## config.mk

```make
export PLATFORM = sky130hd
export DESIGN_NAME = rational_arithmetic_unit
export DESIGN_NICKNAME = d
export VERILOG_FILES = /design/src/rtl/rau_pkg.sv /design/src/rtl/rational_arithmetic_unit.sv
export SDC_FILE = /design/constraint.sdc
export NUM_CORES = 2
export LEC_CHECK = 0
export BUFFER_PORTS_ARGS = -buffer_cell sky130_fd_sc_hd__buf_2
export CELL_PAD_IN_SITES_DETAIL_PLACEMENT = 1
export CELL_PAD_IN_SITES_GLOBAL_PLACEMENT = 2
export CORE_MARGIN = 3
export CORE_UTILIZATION = 41
export CTS_CLUSTER_SIZE = 30
export DETAILED_ROUTE_END_ITERATION = 7
export PLACE_DENSITY = 0.79
export SYNTH_ARGS = -nofsm -noshare
export SYNTH_HDL_FRONTEND = slang
export SYNTH_SLANG_ARGS = --single-unit
```

## constraint.sdc

```tcl
create_clock -name i_clk -period 27.4 [get_ports i_clk]
set_input_delay 4.11 -clock i_clk [delete_from_list [all_inputs] [get_ports i_clk]]
set_output_delay 4.11 -clock i_clk [all_outputs]
set_load 0.005 [all_outputs]
```

## src/rtl/rau_pkg.sv

```systemverilog
// package for the rational arithmetic unit: widths, codes, state type
package rau_pkg;
    localparam int WORD_BITS = 32;
    localparam int CNT_BITS  = $clog2(WORD_BITS + 1);

    typedef logic [2:0] t_action;
    localparam t_action ACT_ADD = 3'd0;
    localparam t_action ACT_SUB = 3'd1;
    localparam t_action ACT_MUL = 3'd2;
    localparam t_action ACT_DIV = 3'd3;
    localparam t_action ACT_SIMP = 3'd4;

    typedef logic [1:0] t_status;
    localparam t_status ST_OK   = 2'd0;
    localparam t_status ST_OVF  = 2'd1;
    localparam t_status ST_ZERO = 2'd2;

    typedef enum logic [3:0] {
        S_IDLE, S_MUL1, S_MUL2, S_MUL3, S_SUM,
        S_GCD_CHK, S_GCD_DIV, S_QN_DIV, S_QD_DIV, S_DIV_RUN, S_DONE
    } t_state;

    // low WORD_BITS of a field as a signed working word
    function automatic logic signed [WORD_BITS-1:0] sx(input logic [31:0] v);
        begin
            sx = v[WORD_BITS-1:0];
        end
    endfunction
endpackage

```

## src/rtl/rational_arithmetic_unit.sv

```systemverilog
// top level of the rational arithmetic unit with iterative gcd reduction
//
//  channel | signals                                       | dir
//  --------+-----------------------------------------------+-----
//  input   | i_valid/o_ready, i_action, i_a_num .. i_b_den  | in
//  result  | o_valid/i_ready, o_res_num, o_res_den, o_status| out
//
// add/sub step through MUL1, MUL2, MUL3 and SUM, mul/div through MUL1 and MUL2, one multiplier shared over the products
// simplify runs euclid on one shift-subtract divider, one divider run per
// remainder step, followed by two quotient divisions by the gcd
// reset clears control only; payload registers are written before use
// one item in flight; o_ready is low while busy or while the result waits
module rational_arithmetic_unit (
    input  logic        i_clk,
    input  logic        i_rst_n,
    input  logic        i_valid,
    output logic        o_ready,
    input  logic [2:0]  i_action,
    input  logic signed [31:0] i_a_num,
    input  logic signed [31:0] i_a_den,
    input  logic signed [31:0] i_b_num,
    input  logic signed [31:0] i_b_den,
    output logic        o_valid,
    input  logic        i_ready,
    output logic signed [31:0] o_res_num,
    output logic signed [31:0] o_res_den,
    output logic [1:0]  o_status
);
    import rau_pkg::*;
    localparam int W = WORD_BITS;

    t_state r_state, n_state, r_ret, n_ret;
    t_action r_act;
    logic signed [W-1:0] r_an, r_ad, r_bn, r_bd;
    logic signed [W-1:0] r_p1, r_rn, r_rd, r_ga, r_gb;
    logic r_ovf;
    // divider: magnitude restoring division
    logic [W-1:0] r_dq, r_dd;      // quotient/dividend shift reg, divisor mag
    logic [W:0]   r_drem;
    logic [CNT_BITS-1:0] r_cnt;
    logic r_qneg, r_rneg;
    logic signed [W-1:0] r_dn_s, r_dd_s;  // signed operands of current division

    // shared multiplier
    logic signed [W-1:0] m_a, m_b;
    logic signed [2*W-1:0] m_p;
    logic m_ovf;
    always_comb begin
        m_a = r_an; m_b = r_bd;
        case (r_state)
            S_MUL1: begin m_a = r_an; m_b = (r_act == ACT_MUL) ? r_bn : r_bd; end
            S_MUL2: begin m_a = r_ad; m_b = (r_act == ACT_DIV) ? r_bn : r_bd; end
            S_MUL3: begin m_a = r_bn; m_b = r_ad; end
            default: ;
        endcase
        m_p = m_a * m_b;
        m_ovf = (m_p != {{W{m_p[W-1]}}, m_p[W-1:0]});
    end

    // add/sub of the cross products
    logic signed [W:0] s_sum;
    always_comb begin
        if (r_act == ACT_ADD) s_sum = {r_p1[W-1], r_p1} + {r_rn[W-1], r_rn};
        else s_sum = {r_p1[W-1], r_p1} - {r_rn[W-1], r_rn};
    end

    // divider step
    logic [W:0] d_shift, d_sub;
    logic [W-1:0] q_mag, rem_mag;
    logic signed [W-1:0] q_s, rem_s;
    always_comb begin
        d_shift = {r_drem[W-1:0], r_dq[W-1]};
        d_sub = d_shift - {1'b0, r_dd};
        q_mag = r_dq;
        rem_mag = r_drem[W-1:0];
        q_s = r_qneg ? -q_mag : q_mag;
        rem_s = r_rneg ? -rem_mag : rem_mag;
    end
    logic [W-1:0] dn_mag, dd_mag;
    assign dn_mag = r_dn_s[W-1] ? -r_dn_s : r_dn_s;
    assign dd_mag = r_dd_s[W-1] ? -r_dd_s : r_dd_s;

    // quotient wraps only for most negative by minus one
    logic q_ovf;
    assign q_ovf = r_qneg == 1'b0 && q_mag[W-1];

    always_comb begin
        n_state = r_state;
        n_ret = r_ret;
        case (r_state)
            S_IDLE: if (i_valid) begin
                case (i_action)
                    ACT_ADD, ACT_SUB, ACT_MUL, ACT_DIV: n_state = S_MUL1;
                    ACT_SIMP: n_state = S_GCD_CHK;
                    default: n_state = S_DONE;
                endcase
            end
            S_MUL1: n_state = S_MUL2;
            S_MUL2: n_state = (r_act == ACT_ADD || r_act == ACT_SUB) ? S_MUL3 : S_DONE;
            S_MUL3: n_state = S_SUM;
            S_SUM: n_state = S_DONE;
            S_GCD_CHK: begin
                if (r_gb != '0) begin n_state = S_DIV_RUN; n_ret = S_GCD_DIV; end
                else if (r_ga == '0) n_state = S_DONE;
                else begin n_state = S_DIV_RUN; n_ret = S_QN_DIV; end
            end
            S_DIV_RUN: if (r_cnt == CNT_BITS'(W)) n_state = r_ret;
            S_GCD_DIV: n_state = S_GCD_CHK;
            S_QN_DIV: begin n_state = S_DIV_RUN; n_ret = S_QD_DIV; end
            S_QD_DIV: n_state = S_DONE;
            S_DONE: if (i_ready) n_state = S_IDLE;
            default: n_state = S_IDLE;
        endcase
    end

    always_comb begin
        o_ready = (r_state == S_IDLE);
        o_valid = (r_state == S_DONE);
    end

    always_ff @(posedge i_clk) begin
        if (!i_rst_n) begin
            r_state <= S_IDLE;
            r_ret <= S_IDLE;
        end else begin
            r_state <= n_state;
            r_ret <= n_ret;
        end
    end

    // clear the divider count when entering a division; operands load on its first step
    logic start_div;
    assign start_div = n_state == S_DIV_RUN && r_state != S_DIV_RUN;

    always_ff @(posedge i_clk) begin
        case (r_state)
            S_IDLE: begin
                r_act <= i_action;
                r_an <= sx(i_a_num);
                r_ad <= sx(i_a_den);
                r_bn <= sx(i_b_num);
                r_bd <= sx(i_b_den);
                r_rn <= sx(i_a_num);
                r_rd <= sx(i_a_den);
                r_ga <= sx(i_a_num);
                r_gb <= sx(i_a_den);
                r_ovf <= 1'b0;
            end
            S_MUL1: begin
                r_p1 <= m_p[W-1:0];
                r_rn <= m_p[W-1:0];
                r_ovf <= r_ovf | m_ovf;
            end
            S_MUL2: begin r_rd <= m_p[W-1:0]; r_ovf <= r_ovf | m_ovf; end
            S_MUL3: begin r_rn <= m_p[W-1:0]; r_ovf <= r_ovf | m_ovf; end
            S_SUM: begin
                r_rn <= s_sum[W-1:0];
                r_ovf <= r_ovf | (s_sum[W] != s_sum[W-1]);
            end
            S_GCD_DIV: begin r_ga <= r_gb; r_gb <= rem_s; end
            S_QN_DIV: begin r_rn <= q_s; r_ovf <= r_ovf | q_ovf; end
            S_QD_DIV: begin r_rd <= q_s; r_ovf <= r_ovf | q_ovf; end
            default: ;
        endcase
        // division operand select
        if (r_state == S_GCD_CHK) begin
            r_dn_s <= (r_gb != '0) ? r_ga : r_an;
            r_dd_s <= (r_gb != '0) ? r_gb : r_ga;
        end else if (r_state == S_QN_DIV) begin
            r_dn_s <= r_ad;
        end
        if (r_state == S_DIV_RUN && r_cnt == '0) begin
            r_dq <= dn_mag;
            r_dd <= dd_mag;
            r_drem <= '0;
            r_qneg <= r_dn_s[W-1] ^ r_dd_s[W-1];
            r_rneg <= r_dn_s[W-1];
            r_cnt <= r_cnt + 1'b1;
        end else if (r_state == S_DIV_RUN) begin
            if (!d_sub[W]) begin
                r_drem <= d_sub;
                r_dq <= {r_dq[W-2:0], 1'b1};
            end else begin
                r_drem <= d_shift;
                r_dq <= {r_dq[W-2:0], 1'b0};
            end
            r_cnt <= (r_cnt == CNT_BITS'(W)) ? '0 : r_cnt + 1'b1;
        end else if (start_div || r_state == S_IDLE) begin
            r_cnt <= '0;
        end
    end

    // outputs, sign extended from the working width
    logic signed [W-1:0] fin_n, fin_d;
    assign fin_n = r_rn;
    assign fin_d = r_rd;
    assign o_res_num = 32'(fin_n);
    assign o_res_den = 32'(fin_d);
    always_comb begin
        if (r_act == ACT_SIMP && r_ga == '0 && r_gb == '0) o_status = ST_ZERO;
        else if (r_ovf) o_status = ST_OVF;
        else o_status = ST_OK;
    end

    // checks
    a_no_both: assert property (@(posedge i_clk) disable iff (!i_rst_n)
        !(o_valid && o_ready)) else $error("ready while result pending");
    a_hold: assert property (@(posedge i_clk) disable iff (!i_rst_n)
        o_valid && !i_ready |=> o_valid && $stable(o_res_num) && $stable(o_status))
        else $error("result changed while stalled");
    a_div_len: assert property (@(posedge i_clk) disable iff (!i_rst_n)
        r_state == S_DIV_RUN |-> r_cnt <= CNT_BITS'(W))
        else $error("divider count overrun");
endmodule
```

# Word level (Yosys, flattened, before mapping)
# Index checks and enable logic that the tools add are counted.
# totals
word_cells,126
ff_bits,468
input_bits,135
# op_classes
eq_ne,24
reduce_logical,27
n_mul,1
n_addsub,8
n_bitwise,5
mux,39
# ops
op,n
32-bit 2-to-1 mux,12
32-bit case mux with 2 select lines,3
32-bit case mux with 3 select lines,2
32-bit negation,4
32-bit case mux with 4 select lines,1
32-bit zero test,2
32-bit by 32-bit multiplier with 64-bit output,1
4-bit case mux with 10 select lines,1
32-bit by 32-bit adder with 33-bit output,1
33-bit 2-to-1 mux,1
32-bit by 32-bit subtractor with 33-bit output,1
33-bit by 32-bit subtractor with 33-bit output,1
32-bit inequality test,1
32-bit nonzero test,1
31-bit 2-to-1 mux,1
4-bit 2-to-1 mux,6
6-bit 2-to-1 mux,4
4-bit by 3-bit == test with 1-bit output (second input constant),4
4-bit == test (second input constant),4
4-bit case mux with 2 select lines,2
3-bit by 2-bit == test with 1-bit output (second input constant),4
4-bit by 2-bit == test with 1-bit output (second input constant),2
4-bit nonzero test,2
6-bit by 1-bit adder with 6-bit output (second input constant),1
other kinds (24),42

# Logic depth before layout (Yosys ltp)
# depth
ltp_word,11
depth_mapped,44
mapped_depth_nobuf,40

# Worst setup path after synthesis
# Ideal clock, no wire load.
# synth_path
path_type,flip-flop to flip-flop
start,register r_state[3]
end,register r_ovf (data pin)
slack_ps,17299
stages_incl_launch_ff,38
arrival_ps,9830
path_buffers,5
cell_sequence,dfxtp_1 > clkbuf_1 > nor2_1 > and2_1 > clkbuf_1 > nor2b_1 > a21oi_1 > nor2_1 > clkbuf_1 > buf_2 > a22oi_1 > o21a_1 > clkbuf_1 > nor2_1 > fa_1 > fa_1 > inv_1 > fa_1 > [... 2 more ...] > inv_1 > fa_1 > fa_1 > fa_1 > fa_1 > inv_1 > ha_1 > a21o_1 > a21o_1 > a21o_1 > a21o_1 > a21o_1 > or4_1 > o221ai_1 > xnor2_1 > a41oi_1 > nor4_1 > o211ai_1
# synth_via
elab_chain_len,6
word_cells_on_any_way,15
cone_classes,1 x mul; 7 x eq/ne; 3 x mux; 1 x bitwise; 3 x reduce/logical
# synth_rtl
element,line,text
start: declaration,rational_arithmetic_unit.sv:32,"t_state r_state, n_state, r_ret, n_ret;"
start signal: assignment,rational_arithmetic_unit.sv:126,r_state <= n_state;
4-bit by 2-bit == test with 1-bit output / 4-bit by 1-bit == test with 1-bit output (equally long branches),"rational_arithmetic_unit.sv:50, rational_arithmetic_unit.sv:136",
32-bit case mux with 3 select lines / 32-bit case mux with 2 select lines (equally long branches),rational_arithmetic_unit.sv:50,case (r_state)
32-bit by 32-bit multiplier with 64-bit output,rational_arithmetic_unit.sv:56,m_p = m_a * m_b;
32-bit inequality test,rational_arithmetic_unit.sv:57,"m_ovf = (m_p != {{W{m_p[W-1]}}, m_p[W-1:0]});"
1-bit OR,"rational_arithmetic_unit.sv:152, rational_arithmetic_unit.sv:154, rational_arithmetic_unit.sv:155",
1-bit case mux with 4 select lines (*),rational_arithmetic_unit.sv:136,case (r_state)
end signal: assignment,rational_arithmetic_unit.sv:152,r_ovf <= r_ovf | m_ovf;
end signal: assignment,rational_arithmetic_unit.sv:154,S_MUL2: begin r_rd <= m_p[W-1:0]; r_ovf <= r_ovf | m_ovf; end
end signal: assignment,rational_arithmetic_unit.sv:155,S_MUL3: begin r_rn <= m_p[W-1:0]; r_ovf <= r_ovf | m_ovf; end
end: declaration,rational_arithmetic_unit.sv:36,logic r_ovf;
# Mark *: on every way between the ends. The rest lies on a longest branch, timed or not.
# A chain may end at the register's enable or synchronous reset.

# Final worst setup path
# Ends and elaborated chain as after synthesis.

==> run summary <==
Hold WC Path Type: flop to flop
Worst skew pair latency: 0.62 ns
Slowest CP cell: a311oi_1
Port bufs: 202
Distinct cells, synth: 89
Dpl hpwl: 198 mm
Worst path required time: 27.74 ns
Status: finished clean
Hold path cells: 2
Final Wtd Congestion: 0.982
Die height: 390 um
Syn avg cell area: 9.68 sq um
Initial DRC Count: 4705
Num CTS Buffers: 49
Setup Fix Bufs, Post-CTS: 0
CP arrival: 13.84 ns
DRC viols: 0
CTS Buffer Depth: 3
Sequential-to-total area share from yosys stat: 0.225
Cell area after synthesis: 60600 sq um
First-pass GRT wire length: 363 mm
Area Overhead vs Synth: 8.67%
Flops & latches, synth: 467
# rows: 140
Crit path max-delay family: adder cells
Fin crit share: 0.493
DRT Wirelength: 250 mm
Synth top area share: 0.358
Starting Density: 0.414
Antenna Nets Post-Route: 0
Synth warn: 0
Area of the multi-input gates: 43100 sq um
RSZ-0062 raised after global routing: no
Sink Count: 467
Gr ovfl total: 0
Clock slew at reported path FFs: 0.07 ns
Final number of setup-violating endpoints: 0
I/O Pins: 203
Initial antenna violation count: 16
Number of global-route vias before repair: 52000
CTS HTree Levels: 2
Min cycle time layout: 13.50 ns
Most frequent cells in the layout: 1084 x fa_1, 957 x nand2_1, 832 x inv_1
WP buf/inv: 8
Syn_nets: 7733
CTS tree: done
Post-synth top area cell: fa_1
Async set-reset flop share out of synthesis: 0
Commonest non-fill, non-tap cell in the layout: fa_1
DR WL/cell: 30.2 um
Nets: 7790
Finished Layout Cells: 8279
Vias per std cell: 5.87
Core Util, Final: 0.450
Setup Skew: 0.0253 ns
Worst-case reg-to-reg path depth: 38
Max Clk Rate: 0.0741 GHz
Least-Margin Pin Slew: 1.31 ns
Max Slew Vio Count: 0
Cells after Synth: 6259
Slowest stage delay, CP: 1.08 ns
Vias post-DR: 48600
Critical path class: flop to flop
Post-CTS Hold Fix Bufs: 0
Placed insts: 8182
Worst slew margin: 0.125
Fin Setup TNS: 0 ns
Register area: 13600 sq um
Final hold slack: 0.463 ns
Resize count post-CTS: 0
Pin count of the biggest net entering global routing: 99
Ranking of synthesized cells by area: fa_1 36%, edfxtp_1 21%, nand2_1 5.9%
Die Area: 152000 sq um
First-pass iteration count of the detailed router: 6
CP Capture Type: flop
DIE WIDTH: 390 um
FF-to-FF setup slack: 13.90 ns
Post-synth EDFFs: 428
Hold Vio Cnt, Final: 0
Most used cell, CP: fa_1
Fillers: 16400
CTS root buffer: clkbuf_16
Startpoint types: flop
Instance count on the critical path: 38
Layout cell share with drive strength beyond 1: 0.0796
Max_cap viols: 0
Core Area: 146000 sq um
GRT Util Overall: 0.330
Most used DFF post-synth: edfxtp_1
Crit path max fanout: 55
stage by stage:
step	area, sq um	worst slack (ns)
finish	65800	13.90
global route	65800	13.38
CTS	65800	14.19
detailed placement	64200	14.23
global placement	64200	14.34
floorplan	60600	17.30
synth_stat cells (27+ instances only):
cell         n
xor2_1     135
o21ai_0    228
ha_1       255
a21oi_1    275
o21a_1      46
nor3_1      41
nand3_1     29
inv_1      834
xnor2_1    143
nand2_1    959
a22oi_1     44
mux2i_1     73
a21o_1     130
nor4_1      34
o31ai_1     39
or3_1       27
edfxtp_1   428
clkbuf_1   281
dfxtp_1     39
fa_1      1084
nor2_1     688
nand2b_1    39
worst paths after layout:
check,startpoint,end
worst max-delay path,r_state[3],r_ovf
worst min-delay path,r_ret[2],r_ret[2]
worst max register to register,r_state[3],r_ovf
worst min register to register,r_ret[2],r_ret[2]
layout make-up:
type,instances,share of cell area
well taps,1917,0.0364
clock buffers,58,0.0196
diodes,7,0.000266
inverters,835,0.0477
flip-flops and latches,467,0.207
repair buffers,317,0.0285
clock inverters,32,0.00574
multi-input cells,4646,0.655
kinds of logic after synthesis:
kind of cell / Yosys count / share of synthesized area
xor+xnor: 279 / 0.0406
fa+ha+maj: 1339 / 0.411
mux: 73 / 0.0121
simple gates: 1972 / 0.136
buf+inv: 1146 / 0.0714
flops: 467 / 0.225
compound gates: 983 / 0.104
metal layers:
metal / GRT usage / vias to the layer above / routed length, um
met3: 0.0687 / 469 / 22900
met2: 0.488 / 2166 / 107000
li1: - / 20300 / -
met1: 0.469 / 25700 / 107000
met5: 0 / - / 7
met4: 0.142 / 2 / 12900
worst reg2reg max path, delay by kind of cell (launching register included):
kind	cells	cell delay (ns)
adders and majority gates	9	4.74
and+or+nand+nor	12	3.63
AOI/OAI and AO/OA	7	2.31
buffers and inverters	8	1.74
DFF	1	0.42
xor gates and xnor gates	1	0.30
muxes	1	0.12
Power is not shown: default switching activity piles up to over one toggle a cycle in this logic, so the estimate is an artifact.
